<file path="config.mk">
export PLATFORM = sky130hd
export DESIGN_NAME = tps_controller
export DESIGN_NICKNAME = d
export VERILOG_FILES = /design/src/hdl/tps_pkg.sv /design/src/hdl/tps_controller.sv
export SDC_FILE = /design/constraint.sdc
export NUM_CORES = 1
export LEC_CHECK = 0
export ABC_AREA = 1
export ABC_CLOCK_PERIOD_IN_PS = 1300
export BUFFER_PORTS_ARGS = -buffer_cell sky130_fd_sc_hd__buf_2
export CAP_MARGIN = 20
export CELL_PAD_IN_SITES_DETAIL_PLACEMENT = 1
export CELL_PAD_IN_SITES_GLOBAL_PLACEMENT = 2
export CORE_ASPECT_RATIO = 1.2
export CORE_MARGIN = 4
export CORE_UTILIZATION = 19
export CTS_CLUSTER_SIZE = 30
export DETAILED_ROUTE_END_ITERATION = 8
export GPL_ROUTABILITY_DRIVEN = 0
export GPL_TIMING_DRIVEN = 1
export PLACE_DENSITY = 0.78
export RECOVER_POWER = 100
export SYNTH_ARGS = -nofsm -noshare
export SYNTH_HDL_FRONTEND = slang
export SYNTH_SLANG_ARGS = --single-unit
</file>
<file path="constraint.sdc">
create_clock -name clk -period 1.3 [get_ports clk]
set_clock_uncertainty 0.05 [all_clocks]
set_input_delay 0.13 -clock clk [delete_from_list [all_inputs] [get_ports clk]]
set_output_delay 0.13 -clock clk [all_outputs]
set_load 0.03 [all_outputs]
</file>
<file path="src/hdl/tps_pkg.sv">
// tps_pkg: shared types and constants of the min-first topological sorter.
// Holds field widths, function codes, controller states and the command and
// status records between controller and datapath. Depends on nothing.
`default_nettype none

package tps_pkg;

	localparam int VTX_W            = 6;
	localparam int VCNT_W           = 7;
	localparam int EDGE_W           = 2 * VTX_W;
	localparam int DEF_MAX_VERTICES = 64;
	localparam int DEF_MAX_EDGES    = 1024;

	localparam logic [VCNT_W-1:0] VCOUNT_RESET = 7'd64;

	localparam logic FUNC_ADD    = 1'b0;
	localparam logic FUNC_FINISH = 1'b1;

	typedef enum logic [3:0] {
		ST_IDLE,
		ST_CLR,
		ST_CNT_EDGE,
		ST_CNT_CHECK,
		ST_CNT_WRITE,
		ST_INIT,
		ST_PICK,
		ST_SCAN_EDGE,
		ST_SCAN_CHECK,
		ST_SCAN_WRITE,
		ST_EMIT,
		ST_FAIL
	} tps_state_t;

	typedef struct packed {
		logic add_edge;
		logic clr_wr;
		logic edge_rd;
		logic deg_rd;
		logic deg_inc;
		logic deg_dec;
		logic ready_init;
		logic take_pick;
		logic idx_clear;
		logic idx_next;
		logic emit_vertex;
		logic emit_fail;
		logic run_clear;
	} tps_cmd_t;

	typedef struct packed {
		logic total_zero;
		logic idx_last;
		logic clr_last;
		logic cnt_hit;
		logic scan_hit;
		logic ready_empty;
		logic emit_last;
		logic out_free;
	} tps_status_t;

endpackage

`default_nettype wire

</file>
<file path="src/hdl/tps_controller.sv">
// tps_controller: sequencer for edge loading, degree counting and the
// per-vertex relaxation scans. Uses tps_pkg; drives tps_datapath.
`default_nettype none

module tps_controller import tps_pkg::*; (
	input  wire         clk,
	input  wire         arst_n,
	input  wire         in_valid,
	input  wire         in_func,
	output logic        in_ready,
	input  tps_status_t status,
	output tps_cmd_t    cmd
);

	tps_state_t state_q;
	tps_state_t state_next;

	always_ff @(posedge clk or negedge arst_n) begin
		if (!arst_n) begin
			state_q <= ST_IDLE;
		end else begin
			state_q <= state_next;
		end
	end

	always_comb begin
		state_next = state_q;
		cmd        = '0;
		in_ready   = 1'b0;
		case (state_q)
			ST_IDLE: begin
				in_ready = 1'b1;
				if (in_valid) begin
					if (in_func == FUNC_ADD) begin
						cmd.add_edge = 1'b1;
					end else begin
						state_next = ST_CLR;
					end
				end
			end
			ST_CLR: begin
				cmd.clr_wr = 1'b1;
				if (status.clr_last) begin
					cmd.idx_clear = 1'b1;
					state_next    = status.total_zero ? ST_INIT : ST_CNT_EDGE;
				end
			end
			ST_CNT_EDGE: begin
				cmd.edge_rd = 1'b1;
				state_next  = ST_CNT_CHECK;
			end
			ST_CNT_CHECK: begin
				if (status.cnt_hit) begin
					cmd.deg_rd = 1'b1;
					state_next = ST_CNT_WRITE;
				end else if (status.idx_last) begin
					state_next = ST_INIT;
				end else begin
					cmd.idx_next = 1'b1;
					state_next   = ST_CNT_EDGE;
				end
			end
			ST_CNT_WRITE: begin
				cmd.deg_inc = 1'b1;
				if (status.idx_last) begin
					state_next = ST_INIT;
				end else begin
					cmd.idx_next = 1'b1;
					state_next   = ST_CNT_EDGE;
				end
			end
			ST_INIT: begin
				cmd.ready_init = 1'b1;
				state_next     = ST_PICK;
			end
			ST_PICK: begin
				if (status.ready_empty) begin
					state_next = ST_FAIL;
				end else begin
					cmd.take_pick = 1'b1;
					cmd.idx_clear = 1'b1;
					state_next    = status.total_zero ? ST_EMIT : ST_SCAN_EDGE;
				end
			end
			ST_SCAN_EDGE: begin
				cmd.edge_rd = 1'b1;
				state_next  = ST_SCAN_CHECK;
			end
			ST_SCAN_CHECK: begin
				if (status.scan_hit) begin
					cmd.deg_rd = 1'b1;
					state_next = ST_SCAN_WRITE;
				end else if (status.idx_last) begin
					state_next = ST_EMIT;
				end else begin
					cmd.idx_next = 1'b1;
					state_next   = ST_SCAN_EDGE;
				end
			end
			ST_SCAN_WRITE: begin
				cmd.deg_dec = 1'b1;
				if (status.idx_last) begin
					state_next = ST_EMIT;
				end else begin
					cmd.idx_next = 1'b1;
					state_next   = ST_SCAN_EDGE;
				end
			end
			ST_EMIT: begin
				if (status.out_free) begin
					cmd.emit_vertex = 1'b1;
					if (status.emit_last) begin
						cmd.run_clear = 1'b1;
						state_next    = ST_IDLE;
					end else begin
						state_next = ST_PICK;
					end
				end
			end
			ST_FAIL: begin
				if (status.out_free) begin
					cmd.emit_fail = 1'b1;
					cmd.run_clear = 1'b1;
					state_next    = ST_IDLE;
				end
			end
			default: begin
				state_next = ST_IDLE;
			end
		endcase
	end

endmodule

`default_nettype wire

</file>
==> results.toml, run 1 <==
[pwr]
switchingPower_w = 0.00153
comb_power_share_pct = 82.8
leakagePower_nw = 0.646
clock_power_share_pct = 6.2
vdd_ir_drop_max_v = 0.00135
total_power_w = 0.00288
seq_power_share_pct = 11.0
switching_share_pct = 53.0
power.density_cell_area_nw_per_um2 = 2340
internal_power_w = 0.00135

[critical_path]
critPathLaunchType = "flip-flop"
worst-path-buf-inv = 2
crit_slowest_cell = "sky130_fd_sc_hd__dfrtp_2"
worst-endpoint-required_ps = 1120
critPathMaxFanout = 4
worstPathCellList = "inv_4, nand2_2, nor2_4, o21ai_2, nand3_2, buf_4"
critical_path.max_stage_delay_ps = 470
path_delay_family = "flip-flops"
critical_path_class = "reg2out"
cp_data_arrival_time_ps = 1380
cp-end-kind = "output port"

[sta]
tightestPinTransition_ps = 234
timing.final.setup_violations = 18
max_freq_mhz = 641
finalHoldViolations = 0
aggregate_negative_setup_slack_ps = -3340
slew_violations = 0
timing.final.crit_period_ps = 1560
slew_headroom_pct = 84.3
post-route-worst-setup-slack_ps = -261
finalCritPeriodShare_pct = 120
grt_setup_unrepaired = "yes"

[cts]
cts-buffers-inserted = 3
worstSkewPairLatency_ps = 240
cts.reportedPaths.clkPinSlew_ps = 40
clockRootBuffer = "sky130_fd_sc_hd__clkbuf_4"
cts-root-to-sink-buffers = 2
cts_htree_levels = 1
tritoncts_num_sinks = 4
tritoncts = "done"

[yosys]
synth_ff_type = "sky130_fd_sc_hd__dfrtp_1"
synthMostInstantiatedCell = "sky130_fd_sc_hd__nand2_1"
post_synth_most_frequent_cells = "34 x sky130_fd_sc_hd__nand2_1, 15 x sky130_fd_sc_hd__nor2_1, 12 x sky130_fd_sc_hd__inv_1"
synth_largest_area_cell = "sky130_fd_sc_hd__nand2_1"
synthesized_nets = 118
synth-seq-cells = 4
post-synth-top-area-fraction_pct = 21.3
synthArstFlopShare_pct = 100
synth_warnings = 0
synth_edf_count = 0
synthCells = 106
count_of_different_cell_masters_after_synthesis = 20
mappedNetlistArea_um2 = 601
synth.avg_cell_area_um2 = 5.67
synth-seq-area-share_pct = 16.7
ys_top_cells_by_area = "sky130_fd_sc_hd__nand2_1 21%, sky130_fd_sc_hd__dfrtp_1 17%, sky130_fd_sc_hd__nor2_1 9.4%"

[routing]
route.detailed.drc = 0
dr_vias = 879
detail_route.wirelength_mm = 2.53
drt.antenna.violating_nets = 0
detail_route.iter0.violations = 6
wl_per_cell_um = 13.0
detail_route.first_pass.iterations = 4
vias_per_cell = 4.53

[status]
result_of_the_run = "complete, but fails checks"
failing_checks = "negative setup slack"

[finish]
largestRegisters = "state_q: 4 flops"
layout-drive-gt1-share_pct = 63.9
largest_register_ff_count = 4
final_core_utilization_pct = 40.3
nFillCells = 378
layout.cells.non_filler = 194
design.final.nets = 171
syn2layout_area_growth_pct = 105
regMostFlops = "state_q"
num_antenna_cells = 0

[global_routing]
grtUsageMet2_pct = 22.4
grt_remaining_overflow = 0
grt_pass1_vias = 928
busiest_layer = "met2"
grt_use_total_pct = 13.0
antenna_found_initial = 0
globalRouteMet3Util_pct = 2.23
grt_start_max_net_pins = 8
groute.layer.met1.usage_pct = 15.3
grt_first_pass_wirelength_mm = 4.20

[place]
port_buffers = 25
place_inst = 178
dp_hpwl_mm = 1.96
pre_cts_slack_ps = -100

[job]
maxCapViolCount = 0

[floorplanning]
design.core.area_um2 = 3060
rows = 22
die-area_um2 = 4130
die_h_um = 69.6
ioPinCount = 26
initial_utilization_pct = 19.7
die_x_um = 59.3

[min_path]
hold_class = "in2reg"
==> power groups by stage <==
stage	Combinational (W)	Sequential, W	Clock, W
2_1_floorplan	0.00118	0.000270	0
3_3_place_gp	0.00175	0.000264	0
3_5_place_dp	0.00178	0.000267	0
4_1_cts	0.00214	0.000314	0.000189
5_1_grt	0.00259	0.000330	0.000199
6_report	0.00239	0.000317	0.000178
==> path summary, 6_finish.rpt <==
path,slack (ps),startpoint,cells after the start,endpoint
min in group asynchronous,200,arst_n,2,state_q[1]$_DFFE_PN0P_
max in group asynchronous,790,arst_n,2,state_q[2]$_DFFE_PN0P_
max reg2reg,-200,state_q[1]$_DFFE_PN0P_,10,state_q[1]$_DFFE_PN0P_
min reg2reg,590,state_q[0]$_DFFE_PN0P_,2,state_q[0]$_DFFE_PN0P_
max,-260,state_q[1]$_DFFE_PN0P_,6,cmd[3]
min,160,status[6],3,state_q[3]$_DFFE_PN0P_
==> logic make-up (layout without fill, tap and decap cells) <==
family | Yosys count | count (layout) | share of synthesized area (%)
AND/OR/NAND/NOR | 75 | 75 | 61.2
AO/OA/AOI/OAI | 11 | 11 | 12.1
flip-flops | 4 | 4 | 16.7
buffers and inverters | 16 | 68 | 10.0
==> layout by cell type (no fill, tap or decap), types with 7 or more instances in the layout <==
master and count:
sky130_fd_sc_hd__nand2_2 10, sky130_fd_sc_hd__inv_2 7, sky130_fd_sc_hd__nand2_1 24, sky130_fd_sc_hd__nand3_1 8, sky130_fd_sc_hd__inv_1 8, sky130_fd_sc_hd__buf_2 10, sky130_fd_sc_hd__buf_4 22, sky130_fd_sc_hd__nor2_4 10
sky130_fd_sc_hd__buf_6 14, sky130_fd_sc_hd__nor2_1 9
==> worst register-to-register path, stage by stage (launching register included) <==
cell and delay, ps:
sky130_fd_sc_hd__dfrtp_2 470, sky130_fd_sc_hd__inv_4 110, sky130_fd_sc_hd__nor2_4 50, sky130_fd_sc_hd__buf_4 130, sky130_fd_sc_hd__buf_4 120, sky130_fd_sc_hd__nand3b_1 100, sky130_fd_sc_hd__inv_1 50, sky130_fd_sc_hd__nor2_1 100
sky130_fd_sc_hd__nand2_1 90, sky130_fd_sc_hd__nand2_1 60, sky130_fd_sc_hd__nand2_1 40
==> routing by layer <==
layer  vias up  part of all wire [%]
met5         -                     0
met2        18                    56
li1        440                     -
met3         4                   4.1
met1       417                    39
met4         0                  0.87
==> final cells by class <==
type	instances	area [µm²]	share of cell area (%)
Inverter	16	62.6	5.08
Timing Repair Buffer	48	387	31.4
Multi-Input combinational cell	86	606	49.2
Tap cell	36	45.0	3.66
Clock buffer	4	26.3	2.13
Sequential cell	4	105	8.54
==> stage by stage <==
stage	area, µm²	hold slack, ps
after floorplan	691	-216
after global placement	943	-116
after detailed placement	943	-111
after CTS	1150	153
after global routing	1230	184
final	1230	165
==> repair_timing <==
| item | in CTS | in global routing |
|---|---|---|
| pin swaps | 7 | 6 |
| endpoints found under the setup margin | 18 | 18 |
| hold endpoints to repair | 4 | 0 |
| buffers inserted | 6 | 5 |
| hold buffers | 1 | 0 |
| gates resized for setup | 43 | 14 |
Power figures use the tool's default switching activity.
==> inputs of run 2 (changes only) <==
Settings changed: RECOVER_POWER 100 to unset.
==> run 2 against run 1 <==
Net effect: the flow still finishes with violations (negative setup slack); power unchanged; combinational power about the same; first-iteration DRC count unchanged; clock-buffer cell count unchanged; routed wire length decreased by 0.12%; final cell count unchanged; via count unchanged; flip-flop and latch count unchanged; non-clock buffer count unchanged; critical path type unchanged; highest routed layer unchanged.
==> results.toml, run 2 (same netlist as run 1, synthesis figures left out) <==
[critical_path]
worst-path-buf-inv = 2
critPathLaunchType = "flip-flop"
critPathMaxFanout = 4
path_delay_family = "flip-flops"
r2r_slack_ps = -200
crit_slowest_cell = "sky130_fd_sc_hd__dfrtp_2"
cp_data_arrival_time_ps = 1380
critical_path.max_stage_delay_ps = 470
cp-end-kind = "output port"
worst-endpoint-required_ps = 1120
worstPathCellList = "inv_4, nand2_2, nor2_4, o21ai_2, nand3_2, buf_4"
critical_path_class = "reg2out"

[cts]
clockRootBuffer = "sky130_fd_sc_hd__clkbuf_4"
cts-root-to-sink-buffers = 2
worstSkewPairLatency_ps = 240
tritoncts_num_sinks = 4
cts.reportedPaths.clkPinSlew_ps = 40
tritoncts = "done"
cts_htree_levels = 1
cts-buffers-inserted = 3

[routing]
drt.antenna.violating_nets = 0
route.detailed.drc = 0
detail_route.iter0.violations = 6
detail_route.first_pass.iterations = 4
wl_per_cell_um = 13.0
vias_per_cell = 4.53
dr_vias = 879
detail_route.wirelength_mm = 2.52

[floorplanning]
die_h_um = 69.6
initial_utilization_pct = 19.7
design.core.area_um2 = 3060
rows = 22
ioPinCount = 26
die-area_um2 = 4130
die_x_um = 59.3

[global_routing]
antenna_found_initial = 0
grt_pass1_vias = 928
grt_remaining_overflow = 0
grt_start_max_net_pins = 8
grt_first_pass_wirelength_mm = 4.20
grt_use_total_pct = 13.0

[finish]
num_antenna_cells = 0
layout-drive-gt1-share_pct = 64.6
regMostFlops = "state_q"
layout.cells.non_filler = 194
finalInstanceArea_um2 = 1230
design.final.nets = 171
final_core_utilization_pct = 40.3
mostFrequentLayoutCells = "24 x sky130_fd_sc_hd__nand2_1, 22 x sky130_fd_sc_hd__buf_4, 14 x sky130_fd_sc_hd__buf_6"
syn2layout_area_growth_pct = 105
largestRegisters = "state_q: 4 flops"
mostFrequentLayoutCell = "sky130_fd_sc_hd__nand2_1"
largest_register_ff_count = 4
nFillCells = 377

[pwr]
power.density_cell_area_nw_per_um2 = 2340
vdd_ir_drop_max_v = 0.00135
total_power_w = 0.00288
leakagePower_nw = 0.649

[sta]
timing.final.crit_period_ps = 1560
timing.final.setup_violations = 18
max_freq_mhz = 641
grt_setup_unrepaired = "yes"
slew_headroom_pct = 84.3
finalCritPeriodShare_pct = 120
tightestPinTransition_ps = 234
post-route-worst-setup-slack_ps = -261
finalHoldViolations = 0
slew_violations = 0

[place]
port_buffers = 25
dp_hpwl_mm = 1.96
placement.cell_area_um2 = 943
place_inst = 178

[status]
failing_checks = "negative setup slack"
result_of_the_run = "complete, but fails checks"

[job]
maxCapViolCount = 0

[min_path]
hold_class = "in2reg"
==> run 2: changes by cell type in the layout (fill, tap and decap cells not counted) <==
cell / delta
sky130_fd_sc_hd__clkbuf_1: -1
sky130_fd_sc_hd__buf_2: +1
==> run 2: timing repair <==
action | in CTS | in global routing
pin swaps | 7 | 6
setup endpoints to repair | 18 | 18
gates resized for setup | 43 | 14
hold buffers | 1 | 0
hold endpoints to repair | 4 | 0
setup buffers | 6 | 5
==> run 2: worst paths after layout <==
path,depth (start not counted),to,from
worst min-delay path,3,state_q[3]$_DFFE_PN0P_,status[6]
worst max register to register,10,state_q[1]$_DFFE_PN0P_,state_q[1]$_DFFE_PN0P_
worst max-delay path,6,cmd[3],state_q[1]$_DFFE_PN0P_
worst min register to register,2,state_q[0]$_DFFE_PN0P_,state_q[0]$_DFFE_PN0P_
min in group asynchronous,2,state_q[1]$_DFFE_PN0P_,arst_n
max in group asynchronous,2,state_q[2]$_DFFE_PN0P_,arst_n
==> run 2: stage by stage <==
step | setup WS, ps | TNS, ps | hold WS [ps]
floorplan | -37.2 | -67.7 | -216
global placement | -93.3 | -456 | -116
detailed placement | -100 | -611 | -111
CTS | -256 | -3420 | 153
global route | -333 | -4760 | 167
finish | -261 | -3330 | 165
==> run 2: worst min-delay path: cells and delay by family <==
family | cells | cell delay (ps)
compound gates | 1 | 70
buf+inv | 1 | 140
simple gates | 1 | 70
==> run 2: final cells by class <==
type	count	area, µm²	share of cell area [%]
Tap cell	36	45.0	3.65
Multi-Input combinational cell	86	606	49.1
Inverter	16	62.6	5.08
Sequential cell	4	105	8.53
Timing Repair Buffer	48	388	31.5
Clock buffer	4	26.3	2.13
==> run 2: where the power goes <==
| part | switching, W | internal, W |
|---|---|---|
| Combinational | 0.00134 | 0.00104 |
| Clock | 0.0000614 | 0.000116 |
| Sequential | 0.000122 | 0.000195 |
==> run 2: routing by layer <==
layer | vias to the layer above | routed length (µm) | global-route usage [%] | share of wire (%)
li1 | 440 | - | - | -
met1 | 417 | 975 | 15.3 | 39
met2 | 18 | 1420 | 22.4 | 56
met3 | 4 | 104 | 2.23 | 4.1
met4 | 0 | 22 | 5.29 | 0.87
met5 | - | 0 | 0 | 0
==> inputs of run 3 (changes only) <==
Settings changed: CAP_MARGIN 20 to 25, REMOVE_ABC_BUFFERS set to 1.
==> run 3 against run 2 <==
Net effect: the run still ends with negative setup slack left; sequential power is 4% lower; die area stayed put; via count up 1.8%; power shrank 3.1%; setup slack improved by 2.4 ps; clock-buffer cell count shrank 1; maximum frequency up 0.15%; utilization is 1.1 points lower; routed wire length grew 6.5%; combinational power decreased by 3%; cell area decreased by 2.8%; highest routed layer unchanged.
==> results.toml, run 3 (same netlist as run 1, synthesis figures left out) <==
[cts]
cts.reportedPaths.clkPinSlew_ps = 40
cts-root-to-sink-buffers = 2
tritoncts_num_sinks = 4
cts-buffers-inserted = 3
clockRootBuffer = "sky130_fd_sc_hd__clkbuf_4"
cts_htree_levels = 1
worstSkewPairLatency_ps = 250
tritoncts = "done"

[sta]
finalHoldViolations = 0
aggregate_negative_setup_slack_ps = -3080
finalCritPeriodShare_pct = 120
max_freq_mhz = 642
slew_headroom_pct = 85.3
grt_setup_unrepaired = "yes"
hold-worst-slack_ps = 138
post-route-worst-setup-slack_ps = -258
timing.final.crit_period_ps = 1560
tightestPinTransition_ps = 219
timing.final.setup_violations = 18
slew_violations = 0

[floorplanning]
die_h_um = 69.6
ioPinCount = 26
die-area_um2 = 4130
initial_utilization_pct = 19.7
rows = 22
die_x_um = 59.3
design.core.area_um2 = 3060

[finish]
largest_register_ff_count = 4
design.final.nets = 174
mostFrequentLayoutCells = "26 x sky130_fd_sc_hd__buf_4, 24 x sky130_fd_sc_hd__nand2_1, 13 x sky130_fd_sc_hd__buf_6"
num_antenna_cells = 0
largestRegisters = "state_q: 4 flops"
mostFrequentLayoutCell = "sky130_fd_sc_hd__buf_4"
regMostFlops = "state_q"
layout-drive-gt1-share_pct = 65.0
syn2layout_area_growth_pct = 99.4

[critical_path]
cp-end-kind = "output port"
r2r_slack_ps = -150
crit_slowest_cell = "sky130_fd_sc_hd__dfrtp_2"
critical_path_class = "reg2out"
worst-path-buf-inv = 2
worstPathCellList = "buf_6, nor2_4, nand2_2, nor2_4, a21o_1, buf_6"
worst-endpoint-required_ps = 1120
critical_path.max_stage_delay_ps = 440
path_delay_family = "flip-flops"
critPathLaunchType = "flip-flop"
cp_data_arrival_time_ps = 1380
critPathMaxFanout = 3

[pwr]
vdd_ir_drop_max_v = 0.00112
leakagePower_nw = 0.640
power.density_cell_area_nw_per_um2 = 2330
total_power_w = 0.00279

[status]
result_of_the_run = "complete, but fails checks"
failing_checks = "negative setup slack"

[routing]
dr_vias = 895
route.detailed.drc = 0
detail_route.first_pass.iterations = 4
vias_per_cell = 4.57
detail_route.iter0.violations = 15
wl_per_cell_um = 13.7
drt.antenna.violating_nets = 0
detail_route.wirelength_mm = 2.69

[global_routing]
grt_use_total_pct = 13.6
grt_start_max_net_pins = 7
grt_first_pass_wirelength_mm = 4.32
grt_pass1_vias = 987
grt_remaining_overflow = 0
antenna_found_initial = 0

[place]
dp_hpwl_mm = 2.02
port_buffers = 25
pre_cts_slack_ps = -160

[min_path]
hold_class = "in2reg"

[job]
maxCapViolCount = 0
==> run 3: layout make-up <==
class,instances,area [µm²]
Fill cell,392,1860
Multi-Input combinational cell,86,554
Timing Repair Buffer,51,407
Sequential cell,4,104
Inverter,16,65.1
Tap cell,36,45.0
Clock buffer,3,22.5
==> run 3: final timing paths <==
check,from,end,cells past startpoint
min,status[6],state_q[3]$_DFFE_PN0P_,3
max in group asynchronous,arst_n,state_q[2]$_DFFE_PN0P_,2
min in group asynchronous,arst_n,state_q[0]$_DFFE_PN0P_,2
max reg2reg,state_q[3]$_DFFE_PN0P_,state_q[0]$_DFFE_PN0P_,9
max,state_q[2]$_DFFE_PN0P_,cmd[0],6
min reg2reg,state_q[0]$_DFFE_PN0P_,state_q[0]$_DFFE_PN0P_,3
==> run 3: tightest hold or removal path, stage by stage <==
cell                      delay [ps]
sky130_fd_sc_hd__buf_2           140
sky130_fd_sc_hd__a21oi_2          70
sky130_fd_sc_hd__nand3_1          60
==> run 3: routing by layer <==
layer / track usage [%] / up-vias / wire (µm)
met1: 14.9 / 418 / 1030
met4: 7.05 / 0 / 54
met2: 25.0 / 29 / 1490
met5: 0 / - / 0
li1: - / 442 / -
met3: 0.372 / 6 / 117
==> run 3: metrics by stage <==
stage / std cells / cell area (µm²) / util [%]
2_1_floorplan: 106 / 601 / -
3_3_place_gp: 183 / 891 / 29.2
3_5_place_dp: 183 / 891 / 29.2
4_1_cts: 194 / 1120 / 36.5
5_1_grt: 196 / 1200 / 39.2
6_report: 196 / 1200 / 39.2
==> run 3: power by group <==
part           switching, W  internal (W)  leakage (nW)
clock network     0.0000621      0.000104        0.0138
registers          0.000111      0.000192        0.0476
logic               0.00129       0.00103         0.579
total               0.00146       0.00133         0.640
==> run 3: timing repair <==
item	4_1_cts	5_1_grt
resized for setup	49	21
endpoints found under the hold margin	4	0
hold buffers	1	0
buffers inserted	7	2
gates cloned	0	0
pin swaps	10	3
setup endpoints to repair	18	18
